$ cat src/sv/uart_ring_buffer_pair_unit_defines.svh
// ---------------------------------------------------------------------------
// UART ring buffer pair: assertion macros
// Shared concurrent assertion helpers for the ring buffer pair RTL.
// ---------------------------------------------------------------------------
`ifndef UART_RING_BUFFER_PAIR_UNIT_DEFINES_SVH
`define UART_RING_BUFFER_PAIR_UNIT_DEFINES_SVH

// same-cycle implication
`define URB_ASSERT_IMP(lbl, clk, rst_n, ante, cons, msg) \
  lbl: assert property (@(posedge clk) disable iff (!rst_n) (ante) |-> (cons)) \
    else $error(msg);

// next-cycle implication
`define URB_ASSERT_NXT(lbl, clk, rst_n, ante, cons, msg) \
  lbl: assert property (@(posedge clk) disable iff (!rst_n) (ante) |=> (cons)) \
    else $error(msg);

`endif

$ cat src/sv/urb_pkg.sv
// ---------------------------------------------------------------------------
// urb_pkg
// Types and codes shared by the UART ring buffer pair modules.
// ---------------------------------------------------------------------------
package urb_pkg;

  typedef enum logic [1:0] {
    CMD_SERVICE = 2'd0,
    CMD_GET     = 2'd1,
    CMD_PUT     = 2'd2
  } cmd_e;

  // request into one ring
  typedef struct packed {
    logic push;
    logic pop;
  } ring_req_t;

  // status out of one ring
  typedef struct packed {
    logic empty;
    logic full;
  } ring_stat_t;

  // result fields waiting on the RAM read
  typedef struct packed {
    logic ok;
    logic rx_pop;
    logic tx_pop;
    logic irq;
    logic ovf;
  } pend_t;

endpackage

$ cat src/sv/urb_ram.sv
// ---------------------------------------------------------------------------
// urb_ram
// Generic single-write, single-read RAM with registered read data.
// ---------------------------------------------------------------------------
module urb_ram #(
  parameter int WIDTH = 8,
  parameter int DEPTH = 16
) (
  input  logic                     clk_i,
  input  logic                     we_i,
  input  logic [$clog2(DEPTH)-1:0] waddr_i,
  input  logic [WIDTH-1:0]         wdata_i,
  input  logic                     re_i,
  input  logic [$clog2(DEPTH)-1:0] raddr_i,
  output logic [WIDTH-1:0]         rdata_o
);

  logic [WIDTH-1:0] mem_q [DEPTH];
  logic [WIDTH-1:0] rdata_q;

  always_ff @(posedge clk_i) begin
    if (we_i) begin
      mem_q[waddr_i] <= wdata_i;
    end
    // read data holds until the next read
    if (re_i) begin
      rdata_q <= mem_q[raddr_i];
    end
  end

  assign rdata_o = rdata_q;

endmodule

$ cat src/sv/urb_ring.sv
// ---------------------------------------------------------------------------
// urb_ring
// Circular FIFO control: write/read pointers, one slot kept empty, RAM store.
// ---------------------------------------------------------------------------
`include "uart_ring_buffer_pair_unit_defines.svh"

module urb_ring #(
  parameter int DEPTH = 16
) (
  input  logic              clk_i,
  input  logic              rst_ni,
  input  urb_pkg::ring_req_t req_i,
  input  logic [7:0]        wdata_i,
  output urb_pkg::ring_stat_t stat_o,
  output logic [7:0]        rdata_o
);

  localparam int AW = $clog2(DEPTH);
  localparam logic [AW-1:0] LastIdx = AW'(DEPTH - 1);

  logic [AW-1:0] wptr_q, wptr_d, rptr_q, rptr_d;
  logic [AW-1:0] wptr_nxt, rptr_nxt;

  // pointers advance first, then the slot they land on is used
  assign wptr_nxt = (wptr_q == LastIdx) ? '0 : wptr_q + AW'(1);
  assign rptr_nxt = (rptr_q == LastIdx) ? '0 : rptr_q + AW'(1);

  assign stat_o.empty = (wptr_q == rptr_q);
  assign stat_o.full  = (wptr_nxt == rptr_q);

  always_comb begin
    wptr_d = req_i.push ? wptr_nxt : wptr_q;
    rptr_d = req_i.pop  ? rptr_nxt : rptr_q;
  end

  always_ff @(posedge clk_i or negedge rst_ni) begin
    if (!rst_ni) begin
      wptr_q <= '0;
      rptr_q <= '0;
    end else begin
      wptr_q <= wptr_d;
      rptr_q <= rptr_d;
    end
  end

  urb_ram #(
    .WIDTH (8),
    .DEPTH (DEPTH)
  ) u_ram (
    .clk_i   (clk_i),
    .we_i    (req_i.push),
    .waddr_i (wptr_nxt),
    .wdata_i (wdata_i),
    .re_i    (req_i.pop),
    .raddr_i (rptr_nxt),
    .rdata_o (rdata_o)
  );

  `URB_ASSERT_IMP(a_no_push_full, clk_i, rst_ni, req_i.push, !stat_o.full, "push on full ring")
  `URB_ASSERT_IMP(a_no_pop_empty, clk_i, rst_ni, req_i.pop, !stat_o.empty, "pop on empty ring")

endmodule

$ cat src/sv/uart_ring_buffer_pair_unit.sv
// ---------------------------------------------------------------------------
// uart_ring_buffer_pair_unit
// UART receive and transmit ring buffers, serviced one command beat at a time.
// ---------------------------------------------------------------------------
//  channel | dir | handshake                 | payload
//  --------+-----+---------------------------+----------------------------------
//  in      | in  | in_valid_i / in_stall_o   | command, rx_ready, frame_error,
//          |     |                           | tx_empty, rx_byte, put_byte
//  out     | out | out_valid_o / out_stall_i | ok, got_byte, tx_write, tx_byte,
//          |     |                           | tx_irq_enabled, rx_overflow
//
// Flow: each beat goes from accept into pend, with its RAM read registered
//   alongside, then its read data moves into the output register.
//   A new beat is taken every cycle while the output register drains.
// Reset: pointers, irq enable and valids clear at once; no clearing pass.
// Stalls: a held output blocks the pending beat, which then holds in_stall_o.
// ---------------------------------------------------------------------------
`include "uart_ring_buffer_pair_unit_defines.svh"

module uart_ring_buffer_pair_unit #(
  parameter int RX_DEPTH = 16,
  parameter int TX_DEPTH = 16
) (
  input  logic       clk_i,
  input  logic       rst_ni,
  // input beats
  input  logic       in_valid_i,
  output logic       in_stall_o,
  input  logic [1:0] command_i,
  input  logic       rx_ready_i,
  input  logic       frame_error_i,
  input  logic       tx_empty_i,
  input  logic [7:0] rx_byte_i,
  input  logic [7:0] put_byte_i,
  // result beats
  output logic       out_valid_o,
  input  logic       out_stall_i,
  output logic       ok_o,
  output logic [7:0] got_byte_o,
  output logic       tx_write_o,
  output logic [7:0] tx_byte_o,
  output logic       tx_irq_enabled_o,
  output logic       rx_overflow_o
);

  urb_pkg::ring_req_t  rx_req, tx_req;
  urb_pkg::ring_stat_t rx_stat, tx_stat;
  logic [7:0]          rx_rdata, tx_rdata;

  logic accept, out_load;
  logic pend_vld_q, pend_vld_d;
  urb_pkg::pend_t pend_q, pend_d;
  logic irq_q, irq_d;
  logic irq_set, irq_clr;
  logic rx_push, rx_pop, tx_push, tx_pop, ok, ovf;

  logic       out_vld_q, out_vld_d;
  logic       ok_q, tx_write_q, irq_out_q, ovf_q;
  logic [7:0] got_q, txb_q;

  // Handshake. A beat sits in pend until its RAM data lands in the output reg.
  assign out_load   = pend_vld_q & (~out_vld_q | ~out_stall_i);
  assign in_stall_o = pend_vld_q & ~out_load;
  assign accept     = in_valid_i & ~in_stall_o;

  // Command decode against current ring status.
  always_comb begin
    rx_push = 1'b0;
    rx_pop  = 1'b0;
    tx_push = 1'b0;
    tx_pop  = 1'b0;
    ok      = 1'b0;
    ovf     = 1'b0;
    irq_set = 1'b0;
    irq_clr = 1'b0;
    unique case (urb_pkg::cmd_e'(command_i))
      urb_pkg::CMD_SERVICE: begin
        // framed byte in: store it, or flag overflow when full
        if (rx_ready_i && !frame_error_i) begin
          rx_push = ~rx_stat.full;
          ovf     = rx_stat.full;
        end
        // transmitter free: hand over next byte, or quiet the irq
        if (tx_empty_i) begin
          tx_pop  = ~tx_stat.empty;
          irq_clr = tx_stat.empty;
        end
      end
      urb_pkg::CMD_GET: begin
        rx_pop = ~rx_stat.empty;
        ok     = ~rx_stat.empty;
      end
      urb_pkg::CMD_PUT: begin
        tx_push = ~tx_stat.full;
        ok      = ~tx_stat.full;
        irq_set = ~tx_stat.full;
      end
      default: begin
        // unused command code: nothing moves
      end
    endcase
  end

  // A beat never reads and writes the same RAM, and a read always targets a
  // slot written by an earlier beat, so no forwarding is needed.
  assign rx_req.push = accept & rx_push;
  assign rx_req.pop  = accept & rx_pop;
  assign tx_req.push = accept & tx_push;
  assign tx_req.pop  = accept & tx_pop;

  always_comb begin
    irq_d = irq_q;
    if (accept && irq_set) begin
      irq_d = 1'b1;
    end else if (accept && irq_clr) begin
      irq_d = 1'b0;
    end
  end

  always_comb begin
    pend_d.ok     = ok;
    pend_d.rx_pop = rx_pop;
    pend_d.tx_pop = tx_pop;
    pend_d.irq    = irq_d;
    pend_d.ovf    = ovf;
    pend_vld_d    = accept | (pend_vld_q & ~out_load);
    out_vld_d     = out_load | (out_vld_q & out_stall_i);
  end

  always_ff @(posedge clk_i or negedge rst_ni) begin
    if (!rst_ni) begin
      irq_q      <= 1'b0;
      pend_vld_q <= 1'b0;
      out_vld_q  <= 1'b0;
    end else begin
      irq_q      <= irq_d;
      pend_vld_q <= pend_vld_d;
      out_vld_q  <= out_vld_d;
    end
  end

  // payload regs, no reset
  always_ff @(posedge clk_i) begin
    if (accept) begin
      pend_q <= pend_d;
    end
    if (out_load) begin
      ok_q       <= pend_q.ok;
      got_q      <= pend_q.rx_pop ? rx_rdata : 8'd0;
      tx_write_q <= pend_q.tx_pop;
      txb_q      <= pend_q.tx_pop ? tx_rdata : 8'd0;
      irq_out_q  <= pend_q.irq;
      ovf_q      <= pend_q.ovf;
    end
  end

  urb_ring #(
    .DEPTH (RX_DEPTH)
  ) u_rx_ring (
    .clk_i   (clk_i),
    .rst_ni  (rst_ni),
    .req_i   (rx_req),
    .wdata_i (rx_byte_i),
    .stat_o  (rx_stat),
    .rdata_o (rx_rdata)
  );

  urb_ring #(
    .DEPTH (TX_DEPTH)
  ) u_tx_ring (
    .clk_i   (clk_i),
    .rst_ni  (rst_ni),
    .req_i   (tx_req),
    .wdata_i (put_byte_i),
    .stat_o  (tx_stat),
    .rdata_o (tx_rdata)
  );

  assign out_valid_o      = out_vld_q;
  assign ok_o             = ok_q;
  assign got_byte_o       = got_q;
  assign tx_write_o       = tx_write_q;
  assign tx_byte_o        = txb_q;
  assign tx_irq_enabled_o = irq_out_q;
  assign rx_overflow_o    = ovf_q;

  `URB_ASSERT_NXT(a_accept_pends, clk_i, rst_ni, accept, pend_vld_q, "accepted beat not pending")
  `URB_ASSERT_NXT(a_pend_held, clk_i, rst_ni, pend_vld_q && !out_load, pend_vld_q, "pending beat lost")

endmodule
$ cat config.mk
export PLATFORM = sky130hd
export DESIGN_NAME = uart_ring_buffer_pair_unit
export DESIGN_NICKNAME = d
export VERILOG_FILES = /design/src/sv/urb_pkg.sv /design/src/sv/urb_ram.sv /design/src/sv/urb_ring.sv /design/src/sv/uart_ring_buffer_pair_unit.sv
export VERILOG_INCLUDE_DIRS = /design/src /design/src/sv
export SDC_FILE = /design/constraint.sdc
export NUM_CORES = 1
export LEC_CHECK = 0
export ABC_CLOCK_PERIOD_IN_PS = 3980
export BUFFER_PORTS_ARGS = -buffer_cell sky130_fd_sc_hd__buf_2
export CAP_MARGIN = 5
export CORE_AREA = 2 2 155 157
export DETAILED_ROUTE_END_ITERATION = 16
export DIE_AREA = 0 0 157 159
export PLACE_DENSITY = 0.71
export SYNTH_ARGS = -nofsm -noshare
export SYNTH_HDL_FRONTEND = slang
export SYNTH_HIERARCHICAL = 1
export SYNTH_SLANG_ARGS = --single-unit
$ cat constraint.sdc
create_clock -name clk_i -period 3.98 [get_ports clk_i]
set_input_delay 0.398 -clock clk_i [delete_from_list [all_inputs] [get_ports clk_i]]
set_output_delay 0.398 -clock clk_i [all_outputs]
set_load 0.03 [all_outputs]
# Word-level counts from Yosys, hierarchy flattened
# Memory sizes are Yosys's and may differ from the RTL's. A register that Yosys moved wholly into a read port is not among the register bits.
# Index checks and enable logic that the tools add are counted.
classes:
  add_sub_neg: 4
  eq_ne: 10
  bitwise_logic: 19
  muxes: 19
  n_reduce_logical: 6
ops:
  columns: ["operator", "n"]
  rows:
  - ["adder 4 x 1 -> 4 bit, second input constant", 4]
  - ["== test 4 bit", 4]
  - ["== test 4 bit, second input constant", 4]
  - ["two-way mux 4 bit", 4]
  - ["two-way mux 1 bit", 14]
  - ["AND 1 bit", 8]
  - ["NOT 1 bit", 8]
  - ["logical AND 1 bit", 3]
  - ["OR 1 bit", 3]
  - ["== test 2 x 1 -> 1 bit, second input constant", 1]
  - ["== test 2 bit, second input constant", 1]
  - ["logical NOT 2 bit", 1]
  - ["case mux 1 bit (2 select lines)", 1]
  - ["AND reduction 2 bit", 1]
  - ["logical NOT 1 bit", 1]
totals:
  in_bits: 25
  ff_bits: 44
  ram_bits: 256
  mem_count: 2
memory_table:
  columns: ["memory", "depth", "word_bits", "rd", "rd_ports_with_merged_regs", "wr", "line_no", "source"]
  rows:
  - ["u_rx_ring.u_ram.mem_q", 16, 8, 1, 1, 1, "urb_ram.sv:18", "logic [WIDTH-1:0] mem_q [DEPTH];"]
  - ["u_tx_ring.u_ram.mem_q", 16, 8, 1, 1, 1, "urb_ram.sv:18", null]

# Logic depth before layout (Yosys ltp)
# Gate-level depths: netlist of the first run.
depth:
  word_depth: 10
  depth_mapped: 9

# Cells and area by module
# The synthesis of the first run kept the hierarchy.
by_module_without_submodules:
  columns: ["mod", "area_per_inst_um2", "seq_area_each_um2", "instances", "cells_each"]
  rows:
  - ["urb_ram", 5227.5, 4083.9, 2, 229]
  - ["uart_ring_buffer_pair_unit", 1107.3, 825.8, 1, 72]
  - ["urb_ring", 519.2, 200.2, 2, 48]

# Least setup slack after synthesis of the first run
# OpenSTA, ideal clock, no wires.
synth_path:
  path_type: "register -> register"
  start: "register u_tx_ring.wptr_q[0]"
  end: "memory u_tx_ring.u_ram.mem_q[0][0] (enable)"
  path_stages_with_launch: 9
  t_arrival_ns: 3.001
  setup_slack_ns: 0.596
  period_less_slack_ns: 3.384
  path_buffers: 0
  required_ns: 3.597
  setup_time_ns: 0.383
  path_cell_list: "dfrtp_1 > ha_1 > a31oi_1 > xor2_1 > nor4_2 > nand2b_1 > nor2_1 > or3b_2 > nor3_1"
synth_lines:
  columns: ["element", "line_no", "source"]
  rows:
  - ["start: declaration", "urb_ring.sv:21", "logic [AW-1:0] wptr_q, wptr_d, rptr_q, rptr_d;"]
  - ["start signal: assignment", "urb_ring.sv:41", "wptr_q <= wptr_d;"]
  - ["end: declaration", "urb_ram.sv:18", null]

==> impl_results.md, run 1 <==
- Sum Neg Setup Slack: 0 ns
- Setup Fix Bufs, Post-CTS: 0
- Worst-Margin Slew: 1.10 ns
- Cells after synthesis: 626
- Synth Area in Compound Gates: 3.15%
- CTS Root Cell: clkbuf_16
- 1st-pass router iterations: 5
- Row Count: 56
- H-tree Lvls: 1
- # nets final: 744
- CTS tree: built
- Max capacitance violation total: 0
- Routed WL per cell: 22.8 µm
- Total Wirelength: 24100 µm
- Post-synthesis average cell area: 20.1 µm²
- P_leak: 4.92 nW
- Slew margin rel.: 26.0%
- Initial antenna violation count: 0
- Most frequent cells in the layout: edfxtp_1 (297), buf_2 (46), mux4_2 (36)
- Cell Area, Synth: 12600 µm²
- Cts bufs inserted: 31
- Via count: 6142
- Clock Sinks: 316
- Hold-critical path depth: 2
- Simple-gate share of the synthesized area: 5.12%
- Largest net degree at the start of global routing: 34
- Mux cell area share after synthesis: 13.0%
- Post-Syn Nets: 658
- CTS Buffer Depth: 3
- Main combinational cell family by area after synthesis: multiplexers
- Share of cells above drive strength 1: 25.1%
- RSZ-0062 raised after global routing: false
- Fin area: 14400 µm²
- Setup crit end kind: flip-flop
- Slew Viols, Final: 0
- Power per standard cell area: 691 nW/µm²
- Post-synth cell types: 44
- Peak VDD IR: 0.441 mV
- Seq/Total Area, Yosys: 74.6%
- Synth Area in XOR/XNOR: 1.67%
- Port Buffer Count: 46
- # IOs: 47
- Gr usage total: 19.9%
- Final setup vio count: 0
- Antenna diode count: 0
- Placer Congestion: 0.779
- Clk slew on worst S/H paths: 0.07 ns
- Fin. Hold Viols: 0
- Clk_lat worst skew: 0.57 ns
- Critical path type: reg2reg
- Width of the die: 157 µm
- Die area: 25000 µm²
- DRC viols: 0
- CP required: 4.16 ns
- Status: finished, final reports clean
- Warnings from Yosys: 6
- R2R setup slack: 0.67 ns
- Final Cycle Share: 83.1%
- Placed cell areas: 13300 µm²
- Synth area leader: edfxtp_1
- R2R depth: 8
- Iter 0 DRT Violations: 485
- Flops & latches, synth: 316
- Min Tclk post-route: 3.31 ns
- Hold Path Class: in2reg
- Vias/cell: 5.82
- Gr ovfl total: 0
- Post-route ant nets: 0
- Total core area: 23200 µm²
- Largest cells by area after synthesis: edfxtp_1 (71%), mux4_2 (6.4%), mux4_1 (5.8%)
- First-pass GRT wire length: 37200 µm
- Synth Area in Adders: 0.695%
- Vias in the first global route: 6310
- Critical path fanouts, max: 9
- Commonest non-fill, non-tap cell in the layout: edfxtp_1
- Initial Utilization: 54.3%
- Detailed placement HPWL: 15700 µm
- Data arrival, critical path: 3.48 ns
- Worst Setup Start Kind: flip-flop
- Post-synth top area share: 70.8%
- Synth-to-layout area growth: 14.3%
- Peak Freq: 303 MHz
- Die Y: 159 µm
- Skew final: 0.0248 ns
==> final cells by class <==
class                           instances  area (µm²)
Clock buffer                           32         779
Clock inverter                         26         293
Fill cell                            1604        8790
Inverter                               10        37.5
Multi-Input combinational cell        276        3010
Sequential cell                       316        9390
Tap cell                              319         399
Timing Repair Buffer                   77         490
==> synth_stat cells (all sizes together) <==
library cell / count
mux4: 64
edfxtp: 297
ha: 7
and2b: 2
a22o: 2
and4b: 2
and2: 20
clkdlybuf4s25: 6
or3b: 2
nand2: 26
nor4: 4
a22oi: 32
inv: 10
a21o: 3
mux2: 8
and3b: 2
nand3: 3
nand2b: 7
nand4: 1
buf: 18
dfrtp: 19
nand3b: 5
a21oi: 2
a21boi: 2
a31oi: 4
o211ai: 2
xnor2: 8
o21ai: 4
nor2b: 4
nor3: 10
nor2: 32
a311oi: 2
xor2: 16
==> power by group <==
part / leakage (nW) / total, mW / internal [mW] / switching [mW]
Sequential: 2.92 / 4.05 / 3.89 / 0.164
Clock: 0.516 / 3.01 / 1.81 / 1.20
Combinational: 1.49 / 2.89 / 1.28 / 1.61
==> what timing repair did <==
| action | CTS | global route |
|---|---|---|
| hold buffers | 1 | 0 |
| resized for setup | 0 | 0 |
| endpoints found under the setup margin | 0 | 0 |
| hold endpoints to repair | 19 | 0 |
==> cell families (layout without fill, tap and decap cells) <==
logic type      count (synthesis)  count (layout)
buf+inv                        34             145
simple gates                  120             120
mux                            72              72
fa+ha+maj                       7               7
xor+xnor                       24              24
flops                         316             316
compound gates                 53              53
==> worst paths after layout <==
path / to / startpoint
setup / recovery: u_rx_ring/u_ram/mem_q[6][2] / u_rx_ring/wptr_q[0]
max in group asynchronous: u_rx_ring/rptr_q[1] / rst_ni
hold reg to reg: rx_overflow_o / pend_q[0]
hold / removal: pend_vld_q / in_valid_i
setup reg to reg: u_rx_ring/u_ram/mem_q[6][2] / u_rx_ring/wptr_q[0]
min in group asynchronous: out_valid_o / rst_ni
==> routing by layer <==
layer | vias up | GRT usage (%) | wire length (µm)
li1 | 2726 | - | -
met1 | 3203 | 26.6 | 9730
met5 | - | 0 | 0
met2 | 166 | 34.2 | 12500
met3 | 47 | 2.50 | 1050
met4 | 0 | 6.84 | 826
==> through the flow <==
step                hold slack (ns)  total power [mW]  utilization [%]  cells  worst slack (ns)
global route                 0.0718              10.4             62.1   1056             0.487
CTS                          0.0344              10.0             62.1   1056             0.721
finish                       0.0641              9.96             62.1   1056             0.674
global placement              0.357              6.92             57.4    997             0.941
floorplan                     0.102              6.27                -    626             0.596
detailed placement            0.370              7.01             57.4    997             0.721
==> flip-flops by register name, indices dropped and copies added, names as in the netlist <==
signal and flops:
irq_q 1, ok_o 1, pend_vld_q 1, tx_irq_enabled_o 1
u_tx_ring/wptr_q 4, got_byte_o 8, u_rx_ring/rptr_q 4, u_tx_ring/u_ram/mem_q 128
u_rx_ring/u_ram/mem_q 128, u_rx_ring/wptr_q 4, tx_write_o 1, u_tx_ring/rptr_q 4
out_valid_o 1, tx_byte_o 8, u_rx_ring/u_ram/rdata_o 8, rx_overflow_o 1
u_tx_ring/u_ram/rdata_o 8, pend_q 5
==> critical path, stage by stage, from the launching register on <==
cell	delay, ns
dfrtp_1	0.45
ha_1	0.27
inv_1	0.11
a311oi_2	0.34
xnor2_1	0.19
nor4_2	0.08
nor3_2	0.58
nand3b_1	0.28
nor2_1	0.64
Note: power is estimated with default switching activity, not from simulation.
==> run 2: changes to the inputs <==
Settings changed: ABC_AREA set to 1, ABC_CLOCK_PERIOD_IN_PS 3980 to 3230, CORE_AREA 2 2 155 157 to 2 2 163 165, DIE_AREA 0 0 157 159 to 0 0 165 167.
Clock period 3.98 ns to 3.23 ns, I/O delays scaled along.
==> run 2 against run 1 <==
  * Die area grew 10%
  * Sequential share of layout area shrank 4.6 points
  * Sequential power grew 24%
  * Critical path type unchanged
  * Critical endpoint is now u_tx_ring/u_ram/mem_q[6][2]
  * Largest cell class unchanged
  * Highest routed layer unchanged
==> impl_results.md, run 2 <==
- Status: finished, final reports clean (unchanged)
- EDFF count, synth: 297 (unchanged)
- Async SR Flop Fraction: 6.01% (unchanged)
- Skew final: 0.0107 ns (was 0.0248 ns)
- Final Util: 60.2% (was 62.1%)
- Final hold slack: 0.0659 ns (was 0.0641 ns)
- Footprint of the multi-input gates: 3230 µm² (was 3010 µm²)
- First-pass GRT wire length: 47200 µm (was 37200 µm)
- Seq/Total Area, Yosys: 67.4% (was 74.6%)
- Cells after synthesis: 1350 (was 626)
- R2R depth: 12 (was 8)
- Peak VDD IR: 0.540 mV (was 0.441 mV)
- Share of cells above drive strength 1: 9.60% (was 25.1%)
- Fin area: 15500 µm² (was 14400 µm²)
- Post-synth cell types: 26 (was 44)
- Commonest non-fill, non-tap cell in the layout: nand2_1 (was edfxtp_1)
- Via count: 9245 (was 6142)
- Final Cycle Share: 90.9% (was 83.1%)
- WP buf/inv: 1 (unchanged)
- Most common cell in the netlist: nand2_1 (was edfxtp_1)
- Detailed placement HPWL: 19300 µm (was 15700 µm)
- Gr ovfl total: 0 (unchanged)
- Delay of the slowest cell on the worst path: 0.60 ns (was 0.64 ns)
- Die area: 27600 µm² (was 25000 µm²)
- # IOs: 47 (unchanged)
- Post-route ant nets: 0 (unchanged)
- Top delay family on crit path: simple AND/OR/NAND/NOR gates (unchanged)
- Critical path fanouts, max: 11 (was 9)
- Die Y: 167 µm (was 159 µm)
- Worst-Margin Slew: 1.16 ns (was 1.10 ns)
- Antenna diode count: 0 (unchanged)
- Largest cells by area after synthesis: edfxtp_1 (64%), nand2_1 (11%), nand3_1 (7.6%) (was edfxtp_1 (71%), mux4_2 (6.4%), mux4_1 (5.8%))
- Clk slew on worst S/H paths: 0.06 ns (was 0.07 ns)
- Data arrival, critical path: 3.08 ns (was 3.48 ns)
- Cts bufs inserted: 34 (was 31)
- Clk_lat worst skew: 0.51 ns (was 0.57 ns)
- Slew Viols, Final: 0 (unchanged)
- Setup crit end kind: flip-flop (unchanged)
- Row Count: 59 (was 56)
- CTS Root Cell: clkbuf_16 (unchanged)
- P_leak: 6.79 nW (was 4.92 nW)
- Peak Freq: 340 MHz (was 303 MHz)
- Min Tclk post-route: 2.94 ns (was 3.31 ns)
- Fin. Hold Viols: 0 (unchanged)
- Most frequent cells after synthesis: nand2_1 (421), edfxtp_1 (297), inv_1 (247) (was edfxtp_1 (297), mux4_2 (36), a22oi_1 (32), nor2_1 (32), mux4_1 (28))
- Port Buffer Count: 46 (unchanged)
- Post-Syn Nets: 1382 (was 658)
- Initial Utilization: 54.1% (was 54.3%)
- R2R setup slack: 0.29 ns (was 0.67 ns)
- Met3 Wirelength: 1880 µm (was 1050 µm)
- Slowest CP cell: nor2_1 (unchanged)
- Flops & latches, synth: 316 (unchanged)
- Width of the die: 165 µm (was 157 µm)
- Post-synth top area share: 64.0% (was 70.8%)
- CP Cell Sequence: ha_1 > nand2_1 > nand3_2 > nand2_2 > nand2_1 > nand2_1 > nor2_1 > nor2_1 > inv_1 > nor2_4 > nand3b_1 > nor2_1 (was ha_1 > inv_1 > a311oi_2 > xnor2_1 > nor4_2 > nor3_2 > nand3b_1 > nor2_1)
- Initial antenna violation count: 0 (unchanged)
- Synth-to-layout area growth: 11.3% (was 14.3%)
- Post-CTS Resized: 0 (unchanged)
- Final setup vio count: 0 (unchanged)
- Worst Setup Start Kind: flip-flop (unchanged)
- Synth area leader: edfxtp_1 (unchanged)
- Cts hold-fix bufs: 1 (unchanged)
- # fillers: 2133 (was 1604)
- Warnings from Yosys: 6 (unchanged)
- Most frequent cells in the layout: nand2_1 (421), edfxtp_1 (297), inv_1 (245) (was edfxtp_1 (297), buf_2 (46), mux4_2 (36))
- CTS Buffer Depth: 3 (unchanged)
- Met2 routed WL: 15100 µm (was 12500 µm)
- Power per standard cell area: 877 nW/µm² (was 691 nW/µm²)
- Total Wirelength: 29900 µm (was 24100 µm)
- Largest net degree at the start of global routing: 41 (was 34)
- Placed cell areas: 14500 µm² (was 13300 µm²)
- Routed WL per cell: 16.9 µm (was 22.8 µm)
- Max capacitance violation total: 0 (unchanged)
- Hold EP: out_valid_o (was pend_vld_q)
- Clock Sinks: 316 (unchanged)
- # nets final: 1445 (was 744)
- Gr usage total: 22.3% (was 19.9%)
- CP required: 3.37 ns (was 4.16 ns)
- Post-synthesis average cell area: 10.3 µm² (was 20.1 µm²)
- Post-layout power: 13.6 mW (was 9.96 mW)
- Vias in the first global route: 9029 (was 6310)
- Total core area: 25800 µm² (was 23200 µm²)
- Slew margin rel.: 22.7% (was 26.0%)
- Hold Path Class: in2reg (unchanged)
- RSZ-0062 raised after global routing: false (unchanged)
- HP Start: out_stall_i (was in_valid_i)
- Setup Fix Bufs, Post-CTS: 0 (unchanged)
- Sum Neg Setup Slack: 0 ns (unchanged)
- Hold-critical path depth: 3 (was 2)
- CTS tree: built (unchanged)
- DRC viols: 0 (unchanged)
- Main synth FF type: edfxtp_1 (unchanged)
- Placer Congestion: 0.905 (was 0.779)
- DR top layer: met4 (unchanged)
- Iter 0 DRT Violations: 877 (was 485)
- FF/Latch Area: 9390 µm² (unchanged)
- Critical path type: reg2reg (unchanged)
- Cell Area, Synth: 13900 µm² (was 12600 µm²)
- 1st-pass router iterations: 6 (was 5)
- Met1 Routed Length: 11700 µm (was 9730 µm)
- Worst reg2reg endpoint: u_tx_ring/u_ram/mem_q[6][2] (was u_rx_ring/u_ram/mem_q[6][2])
- H-tree Lvls: 2 (was 1)
- Vias/cell: 5.22 (was 5.82)
- R2R Path Start: u_tx_ring/wptr_q[0] (was u_rx_ring/wptr_q[0])
- Largest regs: u_rx_ring/u_ram/mem_q x128, u_tx_ring/u_ram/mem_q x128 (unchanged)
-- run 2: cell count changes in the layout (fill, tap and decap cells not counted), sizes merged, moves of 10 or more --
cell / change
clkbuf: +17
a22oi: -32
nand2: +398
inv: +241
nand3: +211
nor2: +10
o21ai: +10
and2: -20
mux4: -64
-- run 2: logic make-up after synthesis --
logic type                 share of synthesized area (%)
xor gates and xnor gates                           0.629
and+or+nand+nor                                     21.3
buffers and inverters                               9.41
AOI/OAI and AO/OA                                  0.646
DFF                                                 67.4
adders and majority gates                          0.628
-- run 2: metal layers --
metal	up-vias	track usage, %
met5	-	0
met4	0	9.98
met3	99	3.94
met2	338	38.0
met1	4337	27.8
li1	4471	-
-- run 2: cell type report --
| class | count | area share [%] |
|---|---|---|
| Multi-Input combinational cell | 730 | 20.9 |
| Timing Repair Buffer | 79 | 3.18 |
| Inverter | 252 | 6.10 |
| Tap cell | 335 | 2.70 |
| Sequential cell | 316 | 60.6 |
| Clock buffer | 49 | 6.05 |
| Clock inverter | 11 | 0.541 |
-- run 2: how the worst max path moves through the flow --
stage / cells after the start / startpoint / slack, ns / endpoint
2_1_floorplan: 10 / u_rx_ring/wptr_q[0] / 0.56 / u_rx_ring/u_ram/mem_q[12][0]
3_3_place_gp: 12 / u_tx_ring/wptr_q[0] / 0.42 / u_tx_ring/u_ram/mem_q[7][0]
3_5_place_dp: 12 / u_tx_ring/wptr_q[0] / 0.36 / u_tx_ring/u_ram/mem_q[13][7]
4_1_cts: 12 / u_tx_ring/wptr_q[0] / 0.33 / u_tx_ring/u_ram/mem_q[13][6]
5_1_grt: 12 / u_tx_ring/wptr_q[0] / 0.09 / u_tx_ring/u_ram/mem_q[6][2]
6_report: 12 / u_tx_ring/wptr_q[0] / 0.29 / u_tx_ring/u_ram/mem_q[6][2]
-- run 2: power breakdown --
group	switching [mW]	leakage [nW]	internal, mW	total [mW]
clock network	1.49	0.491	2.10	3.59
logic	3.56	3.37	1.43	4.99
registers	0.201	2.92	4.82	5.02
-- run 2: per-stage QoR --
| step | std cells | setup WS, ns |
|---|---|---|
| floorplan | 1350 | 0.563 |
| detailed placement | 1711 | 0.358 |
| global placement | 1711 | 0.419 |
| CTS | 1772 | 0.335 |
| global route | 1772 | 0.0913 |
| finish | 1772 | 0.293 |
-- run 2: worst reg2reg max path: stages (launching register included) --
cell and delay [ns]:
dfrtp_1 0.44, ha_1 0.29, nand2_1 0.09, nand3_2 0.09
nand2_2 0.16, nand2_1 0.07, nand2_1 0.07, nor2_1 0.05
nor2_1 0.10, inv_1 0.08, nor2_4 0.30, nand3b_1 0.23
nor2_1 0.61
==> run 3: changes to the inputs <==
Settings changed: PLACE_DENSITY 0.71 to 0.69.
==> run 3 against run 2 <==
  * Final cell count increased by 0.11%
  * Utilization increased by 0.48 points
  * Combinational power hardly changed
  * First-iteration DRC count shrank 16%
  * Clock-buffer cell count shrank 8
  * Sequential share of layout area is 0.48 points lower
  * Wire length is 2.2% lower
  * Setup slack improved by 0.079 ns
  * Largest power group unchanged
==> impl_results.md, run 3 (synthesized netlist as in run 2, its figures left out) <==
- CTS Root Cell: clkbuf_16 (unchanged)
- Setup crit end kind: flip-flop (unchanged)
- Most frequent cells in the layout: nand2_1 (421), edfxtp_1 (297), inv_1 (245) (unchanged)
- Final Util: 60.7% (was 60.2%)
- Critical path type: reg2reg (unchanged)
- CP required: 3.36 ns (was 3.37 ns)
- Placer Congestion: 0.879 (was 0.905)
- Post-CTS Resized: 0 (unchanged)
- Slew Viols, Final: 0 (unchanged)
- R2R depth: 11 (was 12)
- Cts bufs inserted: 34 (unchanged)
- 1st-pass router iterations: 7 (was 6)
- Initial antenna violation count: 0 (unchanged)
- Skew final: 0.0158 ns (was 0.0107 ns)
- RSZ-0062 raised after global routing: false (unchanged)
- Via count: 9077 (was 9245)
- R2R Path Start: u_rx_ring/wptr_q[0] (was u_tx_ring/wptr_q[0])
- # nets final: 1446 (was 1445)
- Post-route ant nets: 0 (unchanged)
- Sw Ratio: 38.0% (was 38.6%)
- CP Cell Sequence: ha_1 > nand2_1 > nand3_2 > nand2_2 > nand2_1 > nand2_1 > nor2_1 > nor3_1 > buf_4 > nand3b_1 > nor2_1 (was ha_1 > nand2_1 > nand3_2 > nand2_2 > nand2_1 > nand2_1 > nor2_1 > nor2_1 > inv_1 > nor2_4 > nand3b_1 > nor2_1)
- Row Count: 59 (unchanged)
- DRC viols: 0 (unchanged)
- Clk pwr share: 28.0% (was 26.4%)
- Width of the die: 165 µm (unchanged)
- Worst Setup Start Kind: flip-flop (unchanged)
- Power per standard cell area: 887 nW/µm² (was 877 nW/µm²)
- Final setup vio count: 0 (unchanged)
- Max capacitance violation total: 0 (unchanged)
- Status: finished, final reports clean (unchanged)
- Initial Utilization: 54.1% (unchanged)
- Vias/cell: 5.12 (was 5.22)
- HP Start: out_stall_i (unchanged)
- CTS Buffer Depth: 3 (unchanged)
- Slowest CP cell: nor2_1 (unchanged)
- Switching pwr: 5.27 mW (was 5.25 mW)
- P_leak: 6.85 nW (was 6.79 nW)
- Port Buffer Count: 46 (unchanged)
- Hold Path Class: in2reg (unchanged)
- Clk slew on worst S/H paths: 0.06 ns (about the same)
- Vias in the first global route: 8809 (was 9029)
- # IOs: 47 (unchanged)
- FF/Latch Area: 9390 µm² (unchanged)
- # fillers: 2114 (was 2133)
- WP buf/inv: 1 (unchanged)
- Peak Freq: 350 MHz (was 340 MHz)
- Commonest non-fill, non-tap cell in the layout: nand2_1 (unchanged)
- Final Cycle Share: 88.5% (was 90.9%)
- Share of cells above drive strength 1: 10.1% (was 9.60%)
- Critical path fanouts, max: 10 (was 11)
- Peak VDD IR: 0.566 mV (was 0.540 mV)
- Total core area: 25800 µm² (unchanged)
- Delay of the slowest cell on the worst path: 0.60 ns (about the same)
- Levels on crit path: 11 (was 12)
- Min Tclk post-route: 2.86 ns (was 2.94 ns)
- Routed WL per cell: 16.5 µm (was 16.9 µm)
- Reg power frac: 36.2% (was 36.9%)
- Antenna diode count: 0 (unchanged)
- Internal power: 8.60 mW (was 8.34 mW)
- Largest net degree at the start of global routing: 65 (was 41)
- Total Wirelength: 29300 µm (was 29900 µm)
- Largest regs: u_rx_ring/u_ram/mem_q x128, u_tx_ring/u_ram/mem_q x128 (unchanged)
- Die Y: 167 µm (unchanged)
- Gr ovfl total: 0 (unchanged)
- Clk_lat worst skew: 0.51 ns (about the same)
- Worst Setup EP: u_rx_ring/u_ram/mem_q[5][5] (was u_tx_ring/u_ram/mem_q[6][2])
- Sum Neg Setup Slack: 0 ns (unchanged)
- Detailed placement HPWL: 18800 µm (was 19300 µm)
- Data arrival, critical path: 2.99 ns (was 3.08 ns)
- Gr usage total: 22.0% (was 22.3%)
- Iter 0 DRT Violations: 741 (was 877)
- R2R setup slack: 0.37 ns (was 0.29 ns)
- Synth-to-layout area growth: 12.2% (was 11.3%)
- Slew margin rel.: 52.1% (was 22.7%)
- Worst-Margin Slew: 0.717 ns (was 1.16 ns)
- Top delay family on crit path: simple AND/OR/NAND/NOR gates (unchanged)
- Worst reg2reg endpoint: u_rx_ring/u_ram/mem_q[5][5] (was u_tx_ring/u_ram/mem_q[6][2])
- H-tree Lvls: 2 (unchanged)
- First-pass GRT wire length: 46500 µm (was 47200 µm)
- Clock Sinks: 316 (unchanged)
- Fin. Hold Viols: 0 (unchanged)
- Critical path's most frequent cell: nand2_1
- Combinational power share: 35.8% (was 36.7%)
- Die area: 27600 µm² (unchanged)
- CTS tree: built (unchanged)
- Worst setup path startpoint: u_rx_ring/wptr_q[0] (was u_tx_ring/wptr_q[0])
- Footprint of the multi-input gates: 3230 µm² (unchanged)
## run 3: timing repair
| action | in CTS | in global routing |
|---|---|---|
| endpoints found under the setup margin | 0 | 0 |
| hold buffers | 1 | 0 |
| setup buffers | 0 | 0 |
| hold endpoints to repair | 19 | 0 |
## run 3: power by group through the flow
stage                     clock (mW)  sequential [mW]  combinational (mW)
after global routing            4.11             5.05                5.43
final                           3.88             5.02                4.96
after floorplan                    0             5.09                3.65
after global placement             0             5.09                4.86
after detailed placement           0             5.10                4.91
after CTS                       3.94             5.02                4.95
## run 3: layout make-up
type | count | area share, %
Inverter | 252 | 6.05
Clock buffer | 41 | 5.61
Timing Repair Buffer | 80 | 3.28
Multi-Input combinational cell | 730 | 20.7
Tap cell | 335 | 2.68
Sequential cell | 316 | 60.1
Clock inverter | 20 | 1.59
## run 3: worst min-delay path by stage
stage | endpoint | slack, ns | cells after the start
final | out_valid_o | 0.06 | 3
after global placement | u_rx_ring/wptr_q[0] | 0.30 | 1
after detailed placement | u_rx_ring/wptr_q[1] | 0.30 | 1
after global routing | pend_vld_q | 0.06 | 2
after floorplan | irq_q | 0.03 | 0
after CTS | out_valid_o | 0.04 | 3
## run 3: tightest hold or removal path, stage by stage
cell and delay [ns]:
buf_2 0.11, nand2_1 0.06, nand2_1 0.05
## run 3: through the flow
step                setup slack [ns]  cells  hold slack [ns]  instance area, µm²  power (mW)
floorplan                      0.563   1350           0.0274               13900        8.74
global placement               0.522   1712            0.305               14500        9.95
detailed placement             0.413   1712            0.304               14500        10.0
CTS                            0.389   1774           0.0430               15600        13.9
global route                   0.144   1774           0.0604               15600        14.6
finish                         0.372   1774           0.0602               15600        13.9
## run 3: routing by layer
layer	global-route usage, %	wire (µm)	vias to the layer above
li1	-	-	4474
met1	27.8	11800	4226
met2	38.1	14800	296
met3	2.91	1480	81
met4	9.11	1160	0
met5	0	0	-
